$ cat config.mk
export PLATFORM = sky130hd
export DESIGN_NAME = epoch_seconds_to_calendar_unit
export DESIGN_NICKNAME = d
export VERILOG_FILES = /design/src/design/esc_pkg.sv /design/src/design/esc_date_split.sv /design/src/design/epoch_seconds_to_calendar_unit.sv
export SDC_FILE = /design/constraint.sdc
export NUM_CORES = 2
export LEC_CHECK = 0
export BUFFER_PORTS_ARGS = -buffer_cell sky130_fd_sc_hd__buf_4
export CAP_MARGIN = 20
export CORE_MARGIN = 1
export CORE_UTILIZATION = 23
export CTS_CLUSTER_DIAMETER = 100
export DETAILED_ROUTE_END_ITERATION = 12
export PLACE_DENSITY = 0.41
export SETUP_SLACK_MARGIN = 0.05
export SYNTH_ARGS = -nofsm -noshare
export SYNTH_HDL_FRONTEND = slang
export SYNTH_HIERARCHICAL = 1
export SYNTH_SLANG_ARGS = --single-unit
$ cat constraint.sdc
create_clock -name i_clk -period 12.9 [get_ports i_clk]
set_input_delay 0.645 -clock i_clk [delete_from_list [all_inputs] [get_ports i_clk]]
set_output_delay 0.645 -clock i_clk [all_outputs]
set_load 0.02 [all_outputs]
$ cat src/design/esc_pkg.sv
// shared constants, types and month table for the epoch to calendar unit
package esc_pkg;

    // seconds at 2000-01-01 and 2100-01-01
    localparam logic [31:0] EPOCH_2000 = 32'd946684800;
    localparam logic [31:0] EPOCH_2100 = 32'd4102444800;

    // seconds per day is 128 * 675: divide by 675 with floor(2^35 / 675)
    localparam logic [9:0]  DAY_DIV    = 10'd675;
    localparam logic [25:0] DAY_RECIP  = 26'd50903316;

    // days per four-year block, floor(2^26 / 1461)
    localparam logic [10:0] QUAD_DAYS  = 11'd1461;
    localparam logic [15:0] QUAD_RECIP = 16'd45933;

    // seconds per hour is 16 * 225: floor(2^20 / 225)
    localparam logic [7:0]  HOUR_DIV   = 8'd225;
    localparam logic [12:0] HOUR_RECIP = 13'd4660;

    // seconds per minute is 4 * 15: floor(2^16 / 15)
    localparam logic [3:0]  MIN_DIV    = 4'd15;
    localparam logic [12:0] MIN_RECIP  = 13'd4369;

    // first day of each year within a four-year block (first year is leap)
    localparam logic [10:0] YEAR1_START = 11'd366;
    localparam logic [10:0] YEAR2_START = 11'd731;
    localparam logic [10:0] YEAR3_START = 11'd1096;

    // day of year on which each month starts, common year
    localparam logic [8:0] MONTH_START [12] = '{
        9'd0,   9'd31,  9'd59,  9'd90,  9'd120, 9'd151,
        9'd181, 9'd212, 9'd243, 9'd273, 9'd304, 9'd334
    };

    typedef struct packed {
        logic [6:0] year_offset;
        logic [3:0] month_number;
        logic [4:0] day_of_month;
    } t_date;

    // start day of month m (1..12), one later from march on in a leap year
    function automatic logic [8:0] month_start(input logic [3:0] m, input logic leap);
        logic [3:0] idx;
        logic [8:0] base;
        idx  = m - 4'd1;
        base = (idx > 4'd11) ? 9'd0 : MONTH_START[idx];
        if (leap && (m >= 4'd3)) begin
            base = base + 9'd1;
        end
        return base;
    endfunction

endpackage

$ cat src/design/esc_date_split.sv
// day count since 2000-01-01 to year, month and day, five register stages
module esc_date_split (
    input  logic             i_clk,
    input  logic             i_adv,
    input  logic [15:0]      i_days,
    output esc_pkg::t_date   o_date
);

    // stage 5: quotient estimate product
    logic [31:0] r_s5_p;
    logic [15:0] r_s5_d;
    // stage 6: estimate and back product
    logic [5:0]  r_s6_q;
    logic [16:0] r_s6_prod;
    logic [15:0] r_s6_d;
    // stage 7: four-year block and day within it
    logic [5:0]  r_s7_quad;
    logic [10:0] r_s7_dq;
    // stage 8: year within block, day of year
    logic [5:0]  r_s8_quad;
    logic [1:0]  r_s8_yiq;
    logic [8:0]  r_s8_doy;
    logic        r_s8_leap;
    // stage 9: month found
    logic [6:0]  r_s9_year;
    logic [3:0]  r_s9_month;
    logic [8:0]  r_s9_doy;
    logic        r_s9_leap;

    logic [5:0]  n_q;
    logic [16:0] n_diff;
    logic [5:0]  n_quad;
    logic [10:0] n_dq;
    logic [1:0]  n_yiq;
    logic [10:0] n_doy_w;
    logic [3:0]  n_month;
    logic [8:0]  n_day_w;

    always_comb begin
        n_q    = r_s5_p[31:26];
        n_diff = {1'b0, r_s6_d} - r_s6_prod;
        if (n_diff[11:0] >= {1'b0, esc_pkg::QUAD_DAYS}) begin
            n_quad = r_s6_q + 6'd1;
            n_dq   = 11'(n_diff[11:0] - {1'b0, esc_pkg::QUAD_DAYS});
        end else begin
            n_quad = r_s6_q;
            n_dq   = n_diff[10:0];
        end
    end

    always_comb begin
        if (r_s7_dq < esc_pkg::YEAR1_START) begin
            n_yiq   = 2'd0;
            n_doy_w = r_s7_dq;
        end else if (r_s7_dq < esc_pkg::YEAR2_START) begin
            n_yiq   = 2'd1;
            n_doy_w = r_s7_dq - esc_pkg::YEAR1_START;
        end else if (r_s7_dq < esc_pkg::YEAR3_START) begin
            n_yiq   = 2'd2;
            n_doy_w = r_s7_dq - esc_pkg::YEAR2_START;
        end else begin
            n_yiq   = 2'd3;
            n_doy_w = r_s7_dq - esc_pkg::YEAR3_START;
        end
    end

    // last month whose first day is not after the day of year
    always_comb begin
        n_month = 4'd1;
        for (int k = 2; k <= 12; k++) begin
            if (r_s8_doy >= esc_pkg::month_start(4'(k), r_s8_leap)) begin
                n_month = 4'(k);
            end
        end
    end

    always_comb begin
        n_day_w = r_s9_doy - esc_pkg::month_start(r_s9_month, r_s9_leap) + 9'd1;
    end

    always_ff @(posedge i_clk) begin
        if (i_adv) begin
            r_s5_p     <= 32'(i_days) * 32'(esc_pkg::QUAD_RECIP);
            r_s5_d     <= i_days;
            r_s6_q     <= n_q;
            r_s6_prod  <= 17'(n_q) * 17'(esc_pkg::QUAD_DAYS);
            r_s6_d     <= r_s5_d;
            r_s7_quad  <= n_quad;
            r_s7_dq    <= n_dq;
            r_s8_quad  <= r_s7_quad;
            r_s8_yiq   <= n_yiq;
            r_s8_doy   <= n_doy_w[8:0];
            r_s8_leap  <= (n_yiq == 2'd0);
            r_s9_year  <= 7'({r_s8_quad, 2'b00} + {6'd0, r_s8_yiq});
            r_s9_month <= n_month;
            r_s9_doy   <= r_s8_doy;
            r_s9_leap  <= r_s8_leap;
        end
    end

    assign o_date.year_offset  = r_s9_year;
    assign o_date.month_number = r_s9_month;
    assign o_date.day_of_month = n_day_w[4:0];

endmodule

$ cat src/design/epoch_seconds_to_calendar_unit.sv
// unix seconds to utc calendar date and time of day, ten-stage pipeline
// throughput: one item per cycle, limited by nothing but output stall
// a stall at the output freezes every stage at once, so nothing is lost
// reset (synchronous, active low) clears the stage valid bits only
// divisions by constants use reciprocal multiplies with one correction step
module epoch_seconds_to_calendar_unit (
    input  logic        i_clk,
    input  logic        i_rst_n,
    input  logic        i_valid,
    output logic        o_stall,
    input  logic [31:0] i_epoch_seconds,
    output logic        o_valid,
    input  logic        i_stall,
    output logic [6:0]  o_year_offset,
    output logic [3:0]  o_month_number,
    output logic [4:0]  o_day_of_month,
    output logic [4:0]  o_hour_of_day,
    output logic [5:0]  o_minute_of_hour,
    output logic [5:0]  o_second_of_minute,
    output logic        o_in_range
);

    // one valid bit per stage, stage ten is the output register
    logic [9:0]  r_vld;
    logic [9:0]  n_vld;
    logic        w_adv;

    // stage 1: seconds since 2000 and range flag
    logic [31:0] r_s1_t;
    logic        r_s1_inr;
    // stage 2: day quotient estimate product (upper bits over 675)
    logic [50:0] r_s2_p;
    logic [24:0] r_s2_x;
    logic [6:0]  r_s2_lo7;
    logic        r_s2_inr;
    // stage 3: estimate and its back product
    logic [15:0] r_s3_q;
    logic [25:0] r_s3_prod;
    logic [24:0] r_s3_x;
    logic [6:0]  r_s3_lo7;
    logic        r_s3_inr;
    // stage 4: day count and second of day
    logic [15:0] r_s4_days;
    logic [16:0] r_s4_sod;
    logic        r_s4_inr;
    // stage 5: hour estimate product
    logic [24:0] r_s5_p;
    logic [12:0] r_s5_y;
    logic [3:0]  r_s5_lo4;
    logic        r_s5_inr;
    // stage 6: hour estimate and back product
    logic [4:0]  r_s6_q;
    logic [12:0] r_s6_prod;
    logic [12:0] r_s6_y;
    logic [3:0]  r_s6_lo4;
    logic        r_s6_inr;
    // stage 7: hour and second of hour
    logic [4:0]  r_s7_hour;
    logic [11:0] r_s7_soh;
    logic        r_s7_inr;
    // stage 8: minute estimate product
    logic [21:0] r_s8_p;
    logic [9:0]  r_s8_z;
    logic [1:0]  r_s8_lo2;
    logic [4:0]  r_s8_hour;
    logic        r_s8_inr;
    // stage 9: minute estimate and back product
    logic [5:0]  r_s9_q;
    logic [9:0]  r_s9_prod;
    logic [9:0]  r_s9_z;
    logic [1:0]  r_s9_lo2;
    logic [4:0]  r_s9_hour;
    logic        r_s9_inr;
    // stage 10: output register
    logic [6:0]  r_year;
    logic [3:0]  r_month;
    logic [4:0]  r_day;
    logic [4:0]  r_hour;
    logic [5:0]  r_minute;
    logic [5:0]  r_second;
    logic        r_inr;

    logic        n_inr;
    logic [15:0] n_q_day;
    logic [25:0] n_diff_day;
    logic [15:0] n_days;
    logic [9:0]  n_rem_day;
    logic [4:0]  n_q_hour;
    logic [12:0] n_diff_hour;
    logic [4:0]  n_hour;
    logic [7:0]  n_rem_hour;
    logic [5:0]  n_q_min;
    logic [9:0]  n_diff_min;
    logic [5:0]  n_minute;
    logic [3:0]  n_rem_min;

    esc_pkg::t_date w_date;

    // the whole pipe moves unless a finished item is held at the output
    assign w_adv   = !r_vld[9] || !i_stall;
    assign o_stall = !w_adv;
    assign n_vld   = {r_vld[8:0], i_valid};

    always_ff @(posedge i_clk) begin
        if (!i_rst_n) begin
            r_vld <= '0;
        end else if (w_adv) begin
            r_vld <= n_vld;
        end
    end

    assign n_inr = (i_epoch_seconds >= esc_pkg::EPOCH_2000) &&
                   (i_epoch_seconds <  esc_pkg::EPOCH_2100);

    // day split: estimate is exact or one short, fix with one compare
    always_comb begin
        n_q_day    = r_s2_p[50:35];
        n_diff_day = {1'b0, r_s3_x} - r_s3_prod;
        if (n_diff_day[10:0] >= {1'b0, esc_pkg::DAY_DIV}) begin
            n_days    = r_s3_q + 16'd1;
            n_rem_day = 10'(n_diff_day[10:0] - {1'b0, esc_pkg::DAY_DIV});
        end else begin
            n_days    = r_s3_q;
            n_rem_day = n_diff_day[9:0];
        end
    end

    // hour split
    always_comb begin
        n_q_hour    = r_s5_p[24:20];
        n_diff_hour = r_s6_y - r_s6_prod;
        if (n_diff_hour[8:0] >= {1'b0, esc_pkg::HOUR_DIV}) begin
            n_hour     = r_s6_q + 5'd1;
            n_rem_hour = 8'(n_diff_hour[8:0] - {1'b0, esc_pkg::HOUR_DIV});
        end else begin
            n_hour     = r_s6_q;
            n_rem_hour = n_diff_hour[7:0];
        end
    end

    // minute split
    always_comb begin
        n_q_min    = r_s8_p[21:16];
        n_diff_min = r_s9_z - r_s9_prod;
        if (n_diff_min[4:0] >= {1'b0, esc_pkg::MIN_DIV}) begin
            n_minute  = r_s9_q + 6'd1;
            n_rem_min = 4'(n_diff_min[4:0] - {1'b0, esc_pkg::MIN_DIV});
        end else begin
            n_minute  = r_s9_q;
            n_rem_min = n_diff_min[3:0];
        end
    end

    // day count to year, month and day runs alongside stages five to ten
    esc_date_split u_date (
        .i_clk  (i_clk),
        .i_adv  (w_adv),
        .i_days (r_s4_days),
        .o_date (w_date)
    );

    always_ff @(posedge i_clk) begin
        if (w_adv) begin
            r_s1_t    <= i_epoch_seconds - esc_pkg::EPOCH_2000;
            r_s1_inr  <= n_inr;

            r_s2_p    <= 51'(r_s1_t[31:7]) * 51'(esc_pkg::DAY_RECIP);
            r_s2_x    <= r_s1_t[31:7];
            r_s2_lo7  <= r_s1_t[6:0];
            r_s2_inr  <= r_s1_inr;

            r_s3_q    <= n_q_day;
            r_s3_prod <= 26'(n_q_day) * 26'(esc_pkg::DAY_DIV);
            r_s3_x    <= r_s2_x;
            r_s3_lo7  <= r_s2_lo7;
            r_s3_inr  <= r_s2_inr;

            r_s4_days <= n_days;
            r_s4_sod  <= {n_rem_day, r_s3_lo7};
            r_s4_inr  <= r_s3_inr;

            r_s5_p    <= 25'(r_s4_sod[16:4]) * 25'(esc_pkg::HOUR_RECIP);
            r_s5_y    <= r_s4_sod[16:4];
            r_s5_lo4  <= r_s4_sod[3:0];
            r_s5_inr  <= r_s4_inr;

            r_s6_q    <= n_q_hour;
            r_s6_prod <= 13'(n_q_hour) * 13'(esc_pkg::HOUR_DIV);
            r_s6_y    <= r_s5_y;
            r_s6_lo4  <= r_s5_lo4;
            r_s6_inr  <= r_s5_inr;

            r_s7_hour <= n_hour;
            r_s7_soh  <= {n_rem_hour, r_s6_lo4};
            r_s7_inr  <= r_s6_inr;

            r_s8_p    <= 22'(r_s7_soh[11:2]) * 22'(esc_pkg::MIN_RECIP);
            r_s8_z    <= r_s7_soh[11:2];
            r_s8_lo2  <= r_s7_soh[1:0];
            r_s8_hour <= r_s7_hour;
            r_s8_inr  <= r_s7_inr;

            r_s9_q    <= n_q_min;
            r_s9_prod <= 10'(n_q_min) * 10'(esc_pkg::MIN_DIV);
            r_s9_z    <= r_s8_z;
            r_s9_lo2  <= r_s8_lo2;
            r_s9_hour <= r_s8_hour;
            r_s9_inr  <= r_s8_inr;

            // out of range gives all zero fields
            if (r_s9_inr) begin
                r_year   <= w_date.year_offset;
                r_month  <= w_date.month_number;
                r_day    <= w_date.day_of_month;
                r_hour   <= r_s9_hour;
                r_minute <= n_minute;
                r_second <= {n_rem_min, r_s9_lo2};
            end else begin
                r_year   <= '0;
                r_month  <= '0;
                r_day    <= '0;
                r_hour   <= '0;
                r_minute <= '0;
                r_second <= '0;
            end
            r_inr <= r_s9_inr;
        end
    end

    assign o_valid            = r_vld[9];
    assign o_year_offset      = r_year;
    assign o_month_number     = r_month;
    assign o_day_of_month     = r_day;
    assign o_hour_of_day      = r_hour;
    assign o_minute_of_hour   = r_minute;
    assign o_second_of_minute = r_second;
    assign o_in_range         = r_inr;

endmodule

==> impl_metrics.tcl <==
set metrics [dict create \
    rows 142 \
    io_pins 72 \
    setup_viol 0 \
    grt_use_met3_pct 1.50 \
    fmax_ghz 0.148 \
    worst_path_most_repeated_cell "fa_1" \
    clkTransAtPathRegs_ns 0.06 \
    tns_ns 0 \
    maxCapViolCount 0 \
    syn_inst 3009 \
    fillers 15800 \
    dp_hpwl_um 60400 \
    period_share_pct 52.3 \
    tightest_slew_ns 1.06 \
    cp.arrival_ns 7.28 \
    routabilityCongestion 0.787 \
    grt_pass1_wl_um 121000 \
    routed_via_density 4.04 \
    hold_buffers 0 \
    synth_seq_cells 387 \
    netlist-cell-type-count 95 \
    gr-total-overflow 0 \
    avgRoutedWirePerCell_um 14.5 \
    syn_nets 4018 \
    die_h_um 392 \
    port_buffers 71 \
    busiest_layer "met2" \
    seq_area_frac_synth_pct 32.9 \
    track_usage_pct 9.99 \
    end_kind "register" \
    crit_path_max_incr_delay_ns 0.65 \
    status "finished clean" \
    cts_resized 0 \
    rsz0062_at_grt "false" \
    grt_pass1_vias 22000 \
    drive_gt1_share_pct 6.47 \
    skew_ns 0.0662 \
    grt_antenna_before_repair 0 \
    wl_um 75000 \
    cts_tree "done" \
    synth_flop_cell "edfxtp_1" \
    synth.avg_cell_area_um2 11.6 \
    critPathKind "register to register" \
    period_minus_slack_ns 6.75 \
    finalMaxSlewViolations 0 \
    ant_nets 0 \
    slew_headroom_pct 28.9 \
    clock_sinks 387 \
    clock_latency_ns 0.66 \
    h-tree-depth 2 \
    dr.first_iter.drc_count 736 \
    root_buffer "clkbuf_16" \
    grtUsageMet1_pct 13.6 \
    fp.dieW_um 392 \
    dieArea_um2 154000 \
    dp_cells 5076 \
    synth_warnings 6 \
    use_met2_pct 16.6 \
    firstDrtPassIters 5 \
    synth_edf_count 377 \
    finalNetCount 4122 \
    core_area_um2 150000 \
    syn_area_um2 35000 \
    final_cells 5171 \
    final_hold_viol_count 0 \
    min_path_type "input port to register" \
    grt_max_degree 155 \
    drcViolationCount 0 \
    critPathMaxFanout 11 \
    diodes 0 \
    crit_required_ns 13.43 \
    utilization_pct 26.4 \
    vias 20900 \
    crit_path_top_delay_cell "edfxtp_1" \
    initial_core_util_pct 23.3 \
    post_cts_buffers 0 \
    critical_path.cell_chain "fa_1 -> ha_1 -> inv_1 -> fa_1 -> fa_1 -> inv_1 -> fa_1 -> fa_1 -> inv_1 -> fa_1 -> inv_1 -> ha_1 -> a21oi_1 -> o21ai_0 -> a211oi_1 -> nor3_1 -> nor2_1 -> o211ai_1 -> a2111oi_0 -> a211o_1" \
    whs_ns 0.193 \
    numCtsBuffers 51 \
    synthToLayoutAreaGrowth_pct 13.5 \
    async_flop_share_pct 0 \
    worstSetupStartpointType "register" \
    cts_buffer_depth 3 \
]
logic make-up after synthesis:
| group | count (synthesis) | synth area share (%) |
|---|---|---|
| xor+xnor | 185 | 4.64 |
| simple gates | 397 | 5.77 |
| compound gates | 389 | 7.80 |
| flops | 387 | 32.9 |
| fa+ha+maj | 973 | 41.2 |
| buf+inv | 663 | 7.24 |
| mux | 15 | 0.450 |
routing by layer:
metal | up-vias | wire [µm]
li1 | 10500 | -
met1 | 10100 | 36200
met2 | 198 | 35300
met3 | 76 | 2170
met4 | 0 | 1290
met5 | - | 0
Yosys cell counts, types with 11 or more instances:
cell type | count | area (µm²)
nor3_1 | 34 | 170
o211ai_1 | 14 | 105
ha_1 | 670 | 8380
and2_1 | 36 | 225
nor2b_1 | 20 | 125
fa_1 | 303 | 6070
xor2_1 | 57 | 499
o21a_1 | 16 | 120
nor2_1 | 81 | 304
and3_1 | 12 | 75.1
inv_1 | 634 | 2380
nand4_1 | 16 | 100
nand3_1 | 32 | 160
clkbuf_1 | 14 | 52.6
nand2b_1 | 16 | 100
xnor2_1 | 127 | 1110
nand2_1 | 98 | 368
a21oi_1 | 98 | 490
a31oi_1 | 13 | 81.3
a21o_1 | 25 | 188
a211oi_2 | 11 | 138
or3_1 | 11 | 68.8
a211oi_1 | 12 | 90.1
o21ai_0 | 64 | 320
o21bai_1 | 20 | 150
a21boi_0 | 13 | 97.6
edfxtp_1 | 377 | 11300
metrics by stage:
| step | area (µm²) | setup slack [ns] |
|---|---|---|
| 2_1_floorplan | 35000 | 0.928 |
| 3_3_place_gp | 38000 | 6.19 |
| 3_5_place_dp | 38000 | 6.06 |
| 4_1_cts | 39800 | 6.12 |
| 5_1_grt | 39800 | 5.61 |
| 6_report | 39800 | 6.15 |
area by class of cell:
| type | instances | area (µm²) | area share, % |
|---|---|---|---|
| Multi-Input combinational cell | 1959 | 21000 | 52.8 |
| Sequential cell | 387 | 11500 | 29.0 |
| Tap cell | 2016 | 2520 | 6.34 |
| Inverter | 636 | 2390 | 6.00 |
| Clock buffer | 56 | 1290 | 3.26 |
| Timing Repair Buffer | 78 | 598 | 1.50 |
| Clock inverter | 39 | 447 | 1.12 |
registers in the layout, indices dropped and copies added, names as in the netlist, 10 cells and up:
signal	cells
u_date/r_s6_d	12
r_s2_x	11
r_s4_days	16
r_s1_t	32
r_s4_sod	17
u_date/r_s5_d	10
r_vld	10
r_s3_prod	10
r_s7_soh	12
r_s3_x	11
r_s2_p	16
u_date/r_s6_prod	10
r_s3_q	16
u_date/r_s7_dq	11
r_s8_p	10
path summary, 6_finish.rpt:
path / from / to / slack (ns) / cells after the start
setup / recovery: r_s1_t[14] / r_s2_p[50] / 6.15 / 20
hold / removal: i_epoch_seconds[4] / r_s1_t[4] / 0.19 / 1
setup reg to reg: r_s1_t[14] / r_s2_p[50] / 6.15 / 20
hold reg to reg: r_s2_x[0] / r_s3_x[0] / 0.40 / 0
layout by cell type (no fill, tap or decap), types with 51 or more instances in the layout:
cell,count
xnor2_1,127
a21oi_1,98
xor2_1,57
nand2_1,97
nor2_1,81
buf_4,77
inv_1,634
fa_1,303
edfxtp_1,377
o21ai_0,64
clkbuf_16,51
ha_1,670
worst max-delay path, delay by kind of cell, from the launching register on:
kind,cells,cell delay [ns]
adders and majority gates,8,3.67
buffers and inverters,4,0.19
and+or+nand+nor,2,0.59
AOI/OAI and AO/OA,6,1.57
DFF,1,0.65
Power is not shown: default switching activity piles up to over one toggle a cycle in this logic, so the estimate is an artifact.
